## src/hw/rtl/cfd_pkg.sv

```systemverilog
`timescale 1ns / 1ps
// ----------------------------------------------------------------------------
// cfd_pkg
// Types and constants shared by the command frame deframer and its channels.
// ----------------------------------------------------------------------------
package cfd_pkg;

	localparam int unsigned BYTE_W     = 8;
	localparam int unsigned WORD_W     = 32;
	localparam int unsigned LEN_W      = 11;
	localparam int unsigned POS_W      = LEN_W + 1;
	localparam int unsigned CNT_W      = 3;
	localparam int unsigned STATUS_W   = 2;
	localparam int unsigned CFG_IDX_W  = 2;
	localparam int unsigned CFG_DATA_W = 11;

	localparam logic [WORD_W-1:0] SYNC_WORD    = 32'h5555_5555;
	localparam logic [LEN_W-1:0]  HEADER_BYTES = 11'd12;
	localparam logic [POS_W-1:0]  SYNC_BYTES   = 12'd4;
	localparam logic [CNT_W-1:0]  FIELD_LAST   = 3'd3;

	localparam logic [BYTE_W-1:0] BYTE_TYPE_RESET = 8'd1;
	localparam logic [BYTE_W-1:0] WORD_TYPE_RESET = 8'd2;
	localparam logic [LEN_W-1:0]  MAX_LEN_RESET   = 11'd1024;

	typedef enum logic [CFG_IDX_W-1:0] {
		CFG_BYTE_TYPE = 2'd0,
		CFG_WORD_TYPE = 2'd1,
		CFG_MAX_LEN   = 2'd2
	} cfg_index_t;

	typedef enum logic [2:0] {
		PH_HUNT = 3'd0,
		PH_LEN  = 3'd1,
		PH_SEQ  = 3'd2,
		PH_CMD  = 3'd3,
		PH_TYPE = 3'd4,
		PH_DATA = 3'd5
	} phase_t;

	typedef enum logic [STATUS_W-1:0] {
		ST_SUBFRAME   = 2'd0,
		ST_EMPTY      = 2'd1,
		ST_BAD_LENGTH = 2'd2,
		ST_BAD_TYPE   = 2'd3
	} status_t;

	typedef struct packed {
		status_t             status;
		logic [BYTE_W-1:0]   command;
		logic [BYTE_W-1:0]   sub_type;
		logic [WORD_W-1:0]   payload;
		logic [WORD_W-1:0]   sequence_res;
		logic                last_in_frame;
	} result_t;

endpackage

```

## src/hw/rtl/cfd_channels.sv

```systemverilog
`timescale 1ns / 1ps
// ----------------------------------------------------------------------------
// cfd channels
// Valid/ready channels for received bytes and for deframer results.
// ----------------------------------------------------------------------------
interface cfd_byte_if;
	logic                        valid;
	logic                        ready;
	logic [cfd_pkg::BYTE_W-1:0]  rx_byte;

	modport source (output valid, output rx_byte, input ready);
	modport sink   (input valid, input rx_byte, output ready);
endinterface

interface cfd_result_if;
	logic                          valid;
	logic                          ready;
	logic [cfd_pkg::STATUS_W-1:0]  status;
	logic [cfd_pkg::BYTE_W-1:0]    command;
	logic [cfd_pkg::BYTE_W-1:0]    sub_type;
	logic [cfd_pkg::WORD_W-1:0]    payload;
	logic [cfd_pkg::WORD_W-1:0]    sequence_res;
	logic                          last_in_frame;

	modport source (output valid, output status, output command, output sub_type,
		output payload, output sequence_res, output last_in_frame, input ready);
	modport sink   (input valid, input status, input command, input sub_type,
		input payload, input sequence_res, input last_in_frame, output ready);
endinterface

```

## src/hw/rtl/command_frame_deframer.sv

```systemverilog
`timescale 1ns / 1ps
// ----------------------------------------------------------------------------
// command_frame_deframer
// Sync hunt, header parse and sub-frame extraction for a command byte stream.
// ----------------------------------------------------------------------------
// One received byte is taken per clock cycle, sustained, as long as results
// are taken. Each byte passes an input register, then a state update that
// builds the result in an output register; a result is offered from that
// output register once the byte that completes it leaves the input register.
// The input stalls whenever a result waits untaken and the input register
// already holds a byte. Configuration writes take effect on the next byte.
module command_frame_deframer #(
	parameter int unsigned LENGTH_LIMIT = 1024
) (
	input  logic                            clk,
	input  logic                            arst_n,
	input  logic                            cfg_we,
	input  logic [cfd_pkg::CFG_IDX_W-1:0]   cfg_index,
	input  logic [cfd_pkg::CFG_DATA_W-1:0]  cfg_wdata,
	cfd_byte_if.sink                        rx,
	cfd_result_if.source                    res
);

	logic [cfd_pkg::BYTE_W-1:0]  byte_type_q;
	logic [cfd_pkg::BYTE_W-1:0]  word_type_q;
	logic [cfd_pkg::LEN_W-1:0]   max_len_q;

	logic                        valid_s1;
	logic [cfd_pkg::BYTE_W-1:0]  byte_s1;
	logic                        adv;

	cfd_pkg::phase_t             phase_q, phase_d;
	logic [cfd_pkg::WORD_W-1:0]  shift_q, shift_d;
	logic [cfd_pkg::CNT_W-1:0]   cnt_q, cnt_d;
	logic [cfd_pkg::POS_W-1:0]   pos_q, pos_d;
	logic [cfd_pkg::LEN_W-1:0]   flen_q, flen_d;
	logic [cfd_pkg::WORD_W-1:0]  seq_q, seq_d;
	logic [cfd_pkg::BYTE_W-1:0]  cmd_q, cmd_d;
	logic [cfd_pkg::BYTE_W-1:0]  type_q, type_d;

	logic                        res_valid_q;
	cfd_pkg::result_t            res_q;
	logic                        nres_valid;
	cfd_pkg::result_t            nres;

	logic [cfd_pkg::WORD_W-1:0]  word;
	logic [cfd_pkg::POS_W-1:0]   pos_inc;
	logic                        bad_len;
	logic                        done;
	logic                        last;

	always_ff @(posedge clk or negedge arst_n) begin
		if (!arst_n) begin
			byte_type_q <= cfd_pkg::BYTE_TYPE_RESET;
			word_type_q <= cfd_pkg::WORD_TYPE_RESET;
			max_len_q   <= cfd_pkg::MAX_LEN_RESET;
		end else if (cfg_we) begin
			case (cfg_index)
				cfd_pkg::CFG_BYTE_TYPE: byte_type_q <= cfg_wdata[cfd_pkg::BYTE_W-1:0];
				cfd_pkg::CFG_WORD_TYPE: word_type_q <= cfg_wdata[cfd_pkg::BYTE_W-1:0];
				cfd_pkg::CFG_MAX_LEN:   max_len_q   <= cfg_wdata[cfd_pkg::LEN_W-1:0];
				default: ;
			endcase
		end
	end

	assign adv      = valid_s1 && (!res_valid_q || res.ready);
	assign rx.ready = !valid_s1 || adv;

	always_ff @(posedge clk or negedge arst_n) begin
		if (!arst_n) begin
			valid_s1 <= 1'b0;
			byte_s1  <= '0;
		end else if (rx.valid && rx.ready) begin
			valid_s1 <= 1'b1;
			byte_s1  <= rx.rx_byte;
		end else if (adv) begin
			valid_s1 <= 1'b0;
		end
	end

	assign word    = {shift_q[cfd_pkg::WORD_W-cfd_pkg::BYTE_W-1:0], byte_s1};
	assign pos_inc = pos_q + 1'b1;
	assign bad_len = (word < 32'(cfd_pkg::HEADER_BYTES)) || (word > 32'(max_len_q))
		|| (word > 32'(LENGTH_LIMIT));
	assign done    = (type_q == byte_type_q) || (cnt_q >= cfd_pkg::FIELD_LAST);
	assign last    = pos_inc >= {1'b0, flen_q};

	always_comb begin
		phase_d    = phase_q;
		shift_d    = shift_q;
		cnt_d      = cnt_q;
		pos_d      = pos_q;
		flen_d     = flen_q;
		seq_d      = seq_q;
		cmd_d      = cmd_q;
		type_d     = type_q;
		nres_valid = 1'b0;
		nres       = '0;
		case (phase_q)
			cfd_pkg::PH_HUNT: begin
				shift_d = word;
				if (word == cfd_pkg::SYNC_WORD) begin
					phase_d = cfd_pkg::PH_LEN;
					shift_d = '0;
					cnt_d   = '0;
					pos_d   = cfd_pkg::SYNC_BYTES;
				end
			end
			cfd_pkg::PH_LEN, cfd_pkg::PH_SEQ: begin
				pos_d   = pos_inc;
				shift_d = word;
				cnt_d   = cnt_q + 1'b1;
				if (cnt_q == cfd_pkg::FIELD_LAST) begin
					cnt_d   = '0;
					shift_d = '0;
					if (phase_q == cfd_pkg::PH_LEN) begin
						if (bad_len) begin
							nres_valid         = 1'b1;
							nres.status        = cfd_pkg::ST_BAD_LENGTH;
							nres.last_in_frame = 1'b1;
							phase_d            = cfd_pkg::PH_HUNT;
							pos_d              = '0;
						end else begin
							flen_d  = word[cfd_pkg::LEN_W-1:0];
							phase_d = cfd_pkg::PH_SEQ;
						end
					end else begin
						seq_d = word;
						if (flen_q == cfd_pkg::HEADER_BYTES) begin
							nres_valid         = 1'b1;
							nres.status        = cfd_pkg::ST_EMPTY;
							nres.sequence_res  = word;
							nres.last_in_frame = 1'b1;
							phase_d            = cfd_pkg::PH_HUNT;
							pos_d              = '0;
						end else begin
							phase_d = cfd_pkg::PH_CMD;
						end
					end
				end
			end
			cfd_pkg::PH_CMD: begin
				pos_d   = pos_inc;
				cmd_d   = byte_s1;
				phase_d = cfd_pkg::PH_TYPE;
			end
			cfd_pkg::PH_TYPE: begin
				pos_d   = pos_inc;
				type_d  = byte_s1;
				shift_d = '0;
				cnt_d   = '0;
				if (byte_s1 == byte_type_q || byte_s1 == word_type_q) begin
					phase_d = cfd_pkg::PH_DATA;
				end else begin
					nres_valid         = 1'b1;
					nres.status        = cfd_pkg::ST_BAD_TYPE;
					nres.command       = cmd_q;
					nres.sub_type      = byte_s1;
					nres.sequence_res  = seq_q;
					nres.last_in_frame = 1'b1;
					phase_d            = cfd_pkg::PH_HUNT;
					pos_d              = '0;
				end
			end
			default: begin
				pos_d   = pos_inc;
				shift_d = word;
				cnt_d   = cnt_q + 1'b1;
				if (done) begin
					nres_valid         = 1'b1;
					nres.status        = cfd_pkg::ST_SUBFRAME;
					nres.command       = cmd_q;
					nres.sub_type      = type_q;
					nres.payload       = word;
					nres.sequence_res  = seq_q;
					nres.last_in_frame = last;
					shift_d            = '0;
					cnt_d              = '0;
					if (last) begin
						phase_d = cfd_pkg::PH_HUNT;
						pos_d   = '0;
					end else begin
						phase_d = cfd_pkg::PH_CMD;
					end
				end
			end
		endcase
	end

	always_ff @(posedge clk or negedge arst_n) begin
		if (!arst_n) begin
			phase_q <= cfd_pkg::PH_HUNT;
			shift_q <= '0;
			cnt_q   <= '0;
			pos_q   <= '0;
			flen_q  <= '0;
			seq_q   <= '0;
			cmd_q   <= '0;
			type_q  <= '0;
		end else if (adv) begin
			phase_q <= phase_d;
			shift_q <= shift_d;
			cnt_q   <= cnt_d;
			pos_q   <= pos_d;
			flen_q  <= flen_d;
			seq_q   <= seq_d;
			cmd_q   <= cmd_d;
			type_q  <= type_d;
		end
	end

	always_ff @(posedge clk or negedge arst_n) begin
		if (!arst_n) begin
			res_valid_q <= 1'b0;
		end else if (adv) begin
			res_valid_q <= nres_valid;
		end else if (res.ready) begin
			res_valid_q <= 1'b0;
		end
	end

	always_ff @(posedge clk) begin
		if (adv && nres_valid) begin
			res_q <= nres;
		end
	end

	assign res.valid         = res_valid_q;
	assign res.status        = res_q.status;
	assign res.command       = res_q.command;
	assign res.sub_type      = res_q.sub_type;
	assign res.payload       = res_q.payload;
	assign res.sequence_res  = res_q.sequence_res;
	assign res.last_in_frame = res_q.last_in_frame;

	a_error_ends_frame: assert property (@(posedge clk) disable iff (!arst_n)
		adv && nres_valid && nres.status != cfd_pkg::ST_SUBFRAME
		|=> phase_q == cfd_pkg::PH_HUNT && pos_q == '0)
		else $error("error or empty result did not return to hunting");

	a_bad_len_fields: assert property (@(posedge clk) disable iff (!arst_n)
		res_valid_q && res_q.status == cfd_pkg::ST_BAD_LENGTH
		|-> res_q.sequence_res == '0 && res_q.last_in_frame && res_q.payload == '0)
		else $error("bad length result carries stale fields");

	a_pos_bound: assert property (@(posedge clk) disable iff (!arst_n)
		(phase_q == cfd_pkg::PH_CMD || phase_q == cfd_pkg::PH_TYPE
			|| phase_q == cfd_pkg::PH_DATA)
		|-> pos_q < {1'b0, flen_q} + 12'd5)
		else $error("byte position ran past frame length");

	a_no_result_loss: assert property (@(posedge clk) disable iff (!arst_n)
		res_valid_q && !res.ready |=> res_valid_q && $stable(res_q))
		else $error("pending result dropped or changed");

endmodule
```

## src/flat_wrapper.sv

```systemverilog
// flat-port wrapper written by rule: the top's interface ports become plain ports
module command_frame_deframer_flat 
#(
	parameter int unsigned LENGTH_LIMIT = 1024
)
  (clk, arst_n, cfg_we, cfg_index, cfg_wdata, rx_valid, rx_rx_byte, rx_ready, res_valid, res_status, res_command, res_sub_type, res_payload, res_sequence_res, res_last_in_frame, res_ready);
  cfd_byte_if rx_i ();
  cfd_result_if res_i ();
  input  logic clk;
  input  logic arst_n;
  input  logic cfg_we;
  input  logic [cfd_pkg::CFG_IDX_W-1:0] cfg_index;
  input  logic [cfd_pkg::CFG_DATA_W-1:0] cfg_wdata;
  input wire logic [$bits(rx_i.valid)-1:0] rx_valid;
  input wire logic [$bits(rx_i.rx_byte)-1:0] rx_rx_byte;
  output wire logic [$bits(rx_i.ready)-1:0] rx_ready;
  output wire logic [$bits(res_i.valid)-1:0] res_valid;
  output wire logic [$bits(res_i.status)-1:0] res_status;
  output wire logic [$bits(res_i.command)-1:0] res_command;
  output wire logic [$bits(res_i.sub_type)-1:0] res_sub_type;
  output wire logic [$bits(res_i.payload)-1:0] res_payload;
  output wire logic [$bits(res_i.sequence_res)-1:0] res_sequence_res;
  output wire logic [$bits(res_i.last_in_frame)-1:0] res_last_in_frame;
  input wire logic [$bits(res_i.ready)-1:0] res_ready;
  assign rx_i.valid = rx_valid;
  assign rx_i.rx_byte = rx_rx_byte;
  assign rx_ready = rx_i.ready;
  assign res_valid = res_i.valid;
  assign res_status = res_i.status;
  assign res_command = res_i.command;
  assign res_sub_type = res_i.sub_type;
  assign res_payload = res_i.payload;
  assign res_sequence_res = res_i.sequence_res;
  assign res_last_in_frame = res_i.last_in_frame;
  assign res_i.ready = res_ready;
  command_frame_deframer #(.LENGTH_LIMIT(LENGTH_LIMIT)) u_core (.clk(clk), .arst_n(arst_n), .cfg_we(cfg_we), .cfg_index(cfg_index), .cfg_wdata(cfg_wdata), .rx(rx_i), .res(res_i));
endmodule
```

## config.mk

```make
export PLATFORM = sky130hd
export DESIGN_NAME = command_frame_deframer_flat
export DESIGN_NICKNAME = d
export VERILOG_FILES = /design/src/hw/rtl/cfd_pkg.sv /design/src/hw/rtl/cfd_channels.sv /design/src/hw/rtl/command_frame_deframer.sv /design/src/flat_wrapper.sv
export SDC_FILE = /design/constraint.sdc
export NUM_CORES = 1
export LEC_CHECK = 0
export ABC_AREA = 1
export BUFFER_PORTS_ARGS = -buffer_cell sky130_fd_sc_hd__buf_2
export CORE_MARGIN = 2
export CORE_UTILIZATION = 59
export DETAILED_ROUTE_END_ITERATION = 8
export PLACE_DENSITY = 0.76
export SYNTH_ARGS = -nofsm -noshare
export SYNTH_HDL_FRONTEND = slang
export SYNTH_SLANG_ARGS = --single-unit
```

## constraint.sdc

```tcl
create_clock -name clk -period 6.75 [get_ports clk]
set_input_delay 1.35 -clock clk [delete_from_list [all_inputs] [get_ports clk]]
set_output_delay 1.35 -clock clk [all_outputs]
set_load 0.02 [all_outputs]
```

# Word-level counts from Yosys, hierarchy flattened
# Index checks and enable logic that the tools add are counted.
# word_totals
regBits,221
wordCells,127
out_inout_bits,85
# op_classes
n_lt_le_gt_ge,5
add_sub_neg,2
reduce_logical,31
bitwise,4
eq_ne,14
muxes,51
# op_table
cell,n
$mux 33,3
$pmux 33 s3,1
$mux 12,8
$pmux 24 s4,1
$mux 81,1
$mux 24,3
$pmux 12 s4,1
$eq 32x31->1 const B,1
$gt 32x11->1,1
$gt 32x11->1 const B,1
$lt 32x4->1 const B,1
$mux 32,1
$pmux 16 s2,1
$eq 8x8->1,3
$mux 3,8
$pmux 3 s4,2
$mux 18,1
$reduce_and 2->1,7
$add 12x1->12 const B,1
$ge 12x11->1,1
$mux 1,12
$mux 2,6
$eq 11x4->1 const B,1
$eq 3x2->1 const B,3
other kinds (23),38

# Depth between registers and ports, before layout
# logic_depth
depth_word,8
mapped_depth,19

# Worst setup path before layout
# Ideal clock, no wire load.
# synth_path
kind,register to register
start,register u_core.max_len_q[10] in the netlist's numbering
end,"register u_core.res_q, in the netlist u_core.res.command[0] (enable)"
path_stages_with_launch,19
n_path_buf,0
t_arrival_ns,5.184
synth_period_minus_slack_ns,5.712
path_slack_ns,1.038
cell_sequence,dfstp_2 -> inv_1 -> ha_1 -> inv_1 -> nor2_1 -> nand2_1 -> nor2_2 -> nand2_1 -> nand2_1 -> inv_1 -> nand2_1 -> nand2_1 -> nand2_1 -> nand2_1 -> nand2_1 -> nand3_1 -> nand2_1 -> inv_2 -> nor2_1
# synth_between
elab_chain_cells,8
# synth_lines
element,line,text
"start, declared",command_frame_deframer.sv:26,logic [cfd_pkg::LEN_W-1:0] max_len_q;
"start signal, assigned",command_frame_deframer.sv:56,max_len_q <= cfd_pkg::MAX_LEN_RESET;
"start signal, assigned",command_frame_deframer.sv:61,cfd_pkg::CFG_MAX_LEN: max_len_q <= cfg_wdata[cfd_pkg::LEN_W-1:0];
$gt 32x11->1,command_frame_deframer.sv:84,assign bad_len = (word < 32'(cfd_pkg::HEADER_BYTES)) || (word > 32'(max_len_q))
$logic_or 1x1->1,command_frame_deframer.sv:84,
$logic_or 1x1->1,command_frame_deframer.sv:85,|| (word > 32'(LENGTH_LIMIT));
$mux 1,command_frame_deframer.sv:118,if (bad_len) begin
$mux 1,command_frame_deframer.sv:117,if (phase_q == cfd_pkg::PH_LEN) begin
$mux 1,command_frame_deframer.sv:114,if (cnt_q == cfd_pkg::FIELD_LAST) begin
$pmux 1 s3,command_frame_deframer.sv:100,case (phase_q)
$logic_and 1x1->1,command_frame_deframer.sv:224,if (adv && nres_valid) begin
"end signal, assigned",command_frame_deframer.sv:225,res_q <= nres;
"end, declared",command_frame_deframer.sv:42,cfd_pkg::result_t res_q;
# Every way passes these cells.
# A chain may end at the register's enable or synchronous reset.

# Worst setup path after layout
# layout_path
start,register u_core.byte_s1[6] in the netlist's numbering
end,"register u_core.res_q, in the netlist u_core.res.payload[15] (enable)"
# layout_between
elab_chain_cells,8
# layout_lines
element,line,text
"start, declared",command_frame_deframer.sv:29,logic [cfd_pkg::BYTE_W-1:0] byte_s1;
"start signal, assigned",command_frame_deframer.sv:76,byte_s1 <= rx.rx_byte;
$lt 32x4->1 or $gt 32x11->1 (tied branches),command_frame_deframer.sv:84,
$logic_or 1x1->1,command_frame_deframer.sv:84,
$logic_or 1x1->1,command_frame_deframer.sv:85,
$mux 1,command_frame_deframer.sv:118,
$mux 1,command_frame_deframer.sv:117,
$mux 1,command_frame_deframer.sv:114,
$pmux 1 s3 *,command_frame_deframer.sv:100,
$logic_and 1x1->1 *,command_frame_deframer.sv:224,
# Every way passes the cells marked *; elsewhere a longest branch is shown, timed or not.

==> impl_metrics.json <==
{
  "synth_top_family_by_area": "simple AND/OR/NAND/NOR gates",
  "antenna_found_initial": 0,
  "grt_max_degree": 77,
  "pwr-share-seq": 0.440,
  "avgSynthCellArea_um2": 9.53,
  "globalplace.congestion": 0.925,
  "synth.largest_area_cell": "dfrtp_1",
  "dpl_cell_area_um2": 10800,
  "cp_slowest_cell": "buf_4",
  "regArea_um2": 5950,
  "finalNonFillerCells": 1395,
  "die_h_um": 135,
  "drt-total-wl_um": 22900,
  "synth_cells": 1055,
  "muxShareOfSynthArea": 0,
  "slew_headroom": 0.453,
  "cts_hold_buf": 0,
  "dieArea_um2": 18100,
  "dr.pass1.iters": 6,
  "detail-route-antenna-nets": 0,
  "clk_pin_slew_ns": 0.06,
  "grt_overflow_total": 0,
  "final_cell_area_um2": 11500,
  "drive_above_1_share": 0.180,
  "fin_nets": 1211,
  "post-route-min-period_ns": 4.11,
  "hpwl_um": 16000,
  "yosysUniqueCellTypes": 44,
  "viasPerCell": 5.51,
  "start_kind": "register",
  "routedWlPerCell_um": 16.4,
  "die_w_um": 135,
  "core-area_um2": 16600,
  "min_path_type": "reg -> reg",
  "grtUsageTotal": 0.259,
  "synth_top_area_share": 0.336,
  "io_pins": 111,
  "cts_max_path_buffers": 3,
  "path_max_fanout": 59,
  "p_int_mw": 2.68,
  "hold_viol_final": 0,
  "cp_data_required_time_ns": 6.87,
  "antenna_cells": 0,
  "synth_compound_area_frac": 0.103,
  "fmax_mhz": 243,
  "worstSetupPathType": "reg -> reg",
  "rsz0062_at_grt": "false",
  "fin_setup_tns_ns": 0,
  "synth-xor-area-share": 0.0139,
  "fin_crit_sh": 0.609,
  "synthSimpleGateAreaFrac": 0.193,
  "syn2layout_area_growth_pct": 14.4,
  "cts_root_buf": "clkbuf_16",
  "pwr-share-clk": 0.296,
  "dp.cells": 1354,
  "multiInputGateArea_um2": 3450,
  "worstPathCellList": "inv_2 -> or2_0 -> nand3_1 -> nor2_1 -> nand2_1 -> and2_4 -> nand2_1 -> nand2_2 -> inv_2 -> nand2_1 -> inv_2 -> nor2_4 -> buf_4",
  "worst_pin_slew_ns": 0.820,
  "setup_viol": 0,
  "fillers": 1277,
  "yosysWarningCount": 0,
  "cts_tree": "built",
  "final_max_slew_viol_count": 0,
  "rows": 47,
  "crit_arrival_ns": 4.24,
  "clock-sinks": 221,
  "critPathBufInv": 4,
  "irDropWorstVdd_mv": 0.226,
  "grt_pass1_vias": 7016,
  "htreeDepth": 1,
  "synthesis.nets": 1107,
  "fin_skew_ns": 0.0181,
  "cts_resized": 0,
  "grt_pass1_wl_um": 37000,
  "initial_core_util": 0.604,
  "finalHoldWorstSlack_ns": 0.484,
  "cts_inserted_buffers": 23,
  "syn_area_um2": 10100,
  "ys_seq_area_frac": 0.592,
  "maxCapViolCount": 0,
  "p_leak_nw": 5.18,
  "status": "finished clean",
  "switchingPower_mw": 1.47,
  "synth_fa_ha_area_frac": 0.0323,
  "worstSkewPairLatency_ns": 0.51,
  "yosys-top-cells-area": "dfrtp_1, edfxtp_1, nand2_1, o21ai_0, inv_1",
  "cp-end-kind": "register",
  "cp_slowest_stage_delay_ns": 0.70,
  "port_buffers": 110,
  "power_density_nw_per_um2": 361,
  "post_cts.repair.setup_buffers": 0,
  "switching_share": 0.355,
  "comb_power_share": 0.263,
  "drt_iter0_markers": 800,
  "drc": 0,
  "cp_top_family": "simple AND/OR/NAND/NOR gates",
  "synth-seq-cells": 221,
  "vias": 7684
}
==> worst paths after layout <==
path	slack, ns	cells after the start	start	end
max	2.64	13	u_core.byte_s1[6]$_DFFE_PN0P_	u_core.res.payload[15]$_SDFFCE_PP0P_
min	0.48	2	u_core.seq_q[20]$_DFFE_PN0P_	u_core.seq_q[20]$_DFFE_PN0P_
max reg2reg	2.64	13	u_core.byte_s1[6]$_DFFE_PN0P_	u_core.res.payload[15]$_SDFFCE_PP0P_
min reg2reg	0.48	2	u_core.seq_q[20]$_DFFE_PN0P_	u_core.seq_q[20]$_DFFE_PN0P_
max in group asynchronous	4.59	2	arst_n	u_core.cmd_q[7]$_DFFE_PN0P_
min in group asynchronous	0.88	1	arst_n	u_core.seq_q[26]$_DFFE_PN0P_
==> power by group through the flow <==
| stage | clock [mW] | sequential (mW) | combinational [mW] |
|---|---|---|---|
| 2_1_floorplan | 0 | 1.85 | 0.755 |
| 3_3_place_gp | 0 | 1.84 | 1.06 |
| 3_5_place_dp | 0 | 1.85 | 1.08 |
| 4_1_cts | 1.24 | 1.82 | 1.09 |
| 5_1_grt | 1.30 | 1.86 | 1.24 |
| 6_report | 1.23 | 1.83 | 1.09 |
==> worst min-delay path: stages, from the launching register on <==
cell and delay (ns):
dfrtp_1 0.34, nand2_1 0.05, o21ai_0 0.06
==> layer usage <==
layer / GRT usage / vias up / share of wire
met1: 0.402 / 3672 / 0.46
met4: 0.0719 / 0 / 0.021
met5: 0 / - / 0
met2: 0.388 / 295 / 0.46
li1: - / 3685 / -
met3: 0.0364 / 32 / 0.067
==> cell usage after synthesis (all sizes together) <==
master	number
a211oi	1
or2	4
inv	128
buf	13
o31ai	1
nor3	8
o21bai	2
edfxtp	83
nand4	23
o22ai	6
nand3	56
nand2	236
nor2	98
ha	26
dfstp	3
o211ai	2
o21ai	162
a21oi	21
xor2	4
xnor2	12
nand3b	1
nor4	4
clkinv	1
and2	1
clkbuf	24
dfrtp	135
==> layout by cell type (no fill, tap or decap), types with 2 or more instances in the layout <==
master and count:
clkbuf_16 23, o21ai_0 138, clkinv_4 3, nand2_4 3, nand3_1 53, o22ai_1 6
nand2_1 227, or2_0 3, nor3_1 5, dfstp_2 3, nand3_2 2, clkbuf_1 2
o21ai_1 16, xor2_1 4, nor2_1 85, nor4_1 4, inv_2 14, inv_1 114
ha_1 26, clkinvlp_4 3, edfxtp_1 83, nor2_2 7, nor3_2 3, nor2_4 5
o21ai_2 8, inv_6 2, xnor2_1 12, nand2_2 6, clkinv_1 3, buf_2 109
buf_4 6, clkinv_2 3, a21oi_1 21, nand4_1 21, dfrtp_1 135, bufinv_16 2
==> layout make-up <==
class / instances / share of cell area
clock buffers: 25 / 0.0507
clock inverters: 16 / 0.0129
inverters: 129 / 0.0425
multi-input cells: 668 / 0.300
flip-flops and latches: 221 / 0.517
well taps: 220 / 0.0239
repair buffers: 116 / 0.0523
==> per-stage QoR <==
stage | power, mW | worst slack, ns | utilization
global route | 4.39 | 2.27 | 0.691
finish | 4.15 | 2.64 | 0.691
CTS | 4.15 | 2.64 | 0.691
floorplan | 2.61 | 1.04 | -
global placement | 2.90 | 2.78 | 0.647
detailed placement | 2.93 | 2.66 | 0.647
==> state kept, by name, indices dropped and copies added, names as in the netlist, 8 cells and up <==
signal                   flops
u_core.seq_q                32
u_core.max_len_q            11
u_core.flen_q               11
u_core.res.payload          32
u_core.word_type_q           8
u_core.byte_s1               8
u_core.type_q                8
u_core.res.sub_type          8
u_core.res.sequence_res     32
u_core.pos_q                12
u_core.cmd_q                 8
u_core.byte_type_q           8
u_core.shift_q              24
u_core.res.command           8
==> kinds of logic after synthesis <==
family                     after synthesis
AOI/OAI and AO/OA                      195
adders and majority gates               26
DFF                                    221
xor gates and xnor gates                16
and+or+nand+nor                        431
buffers and inverters                  166
No activity file was read; power rests on OpenSTA's default activity.
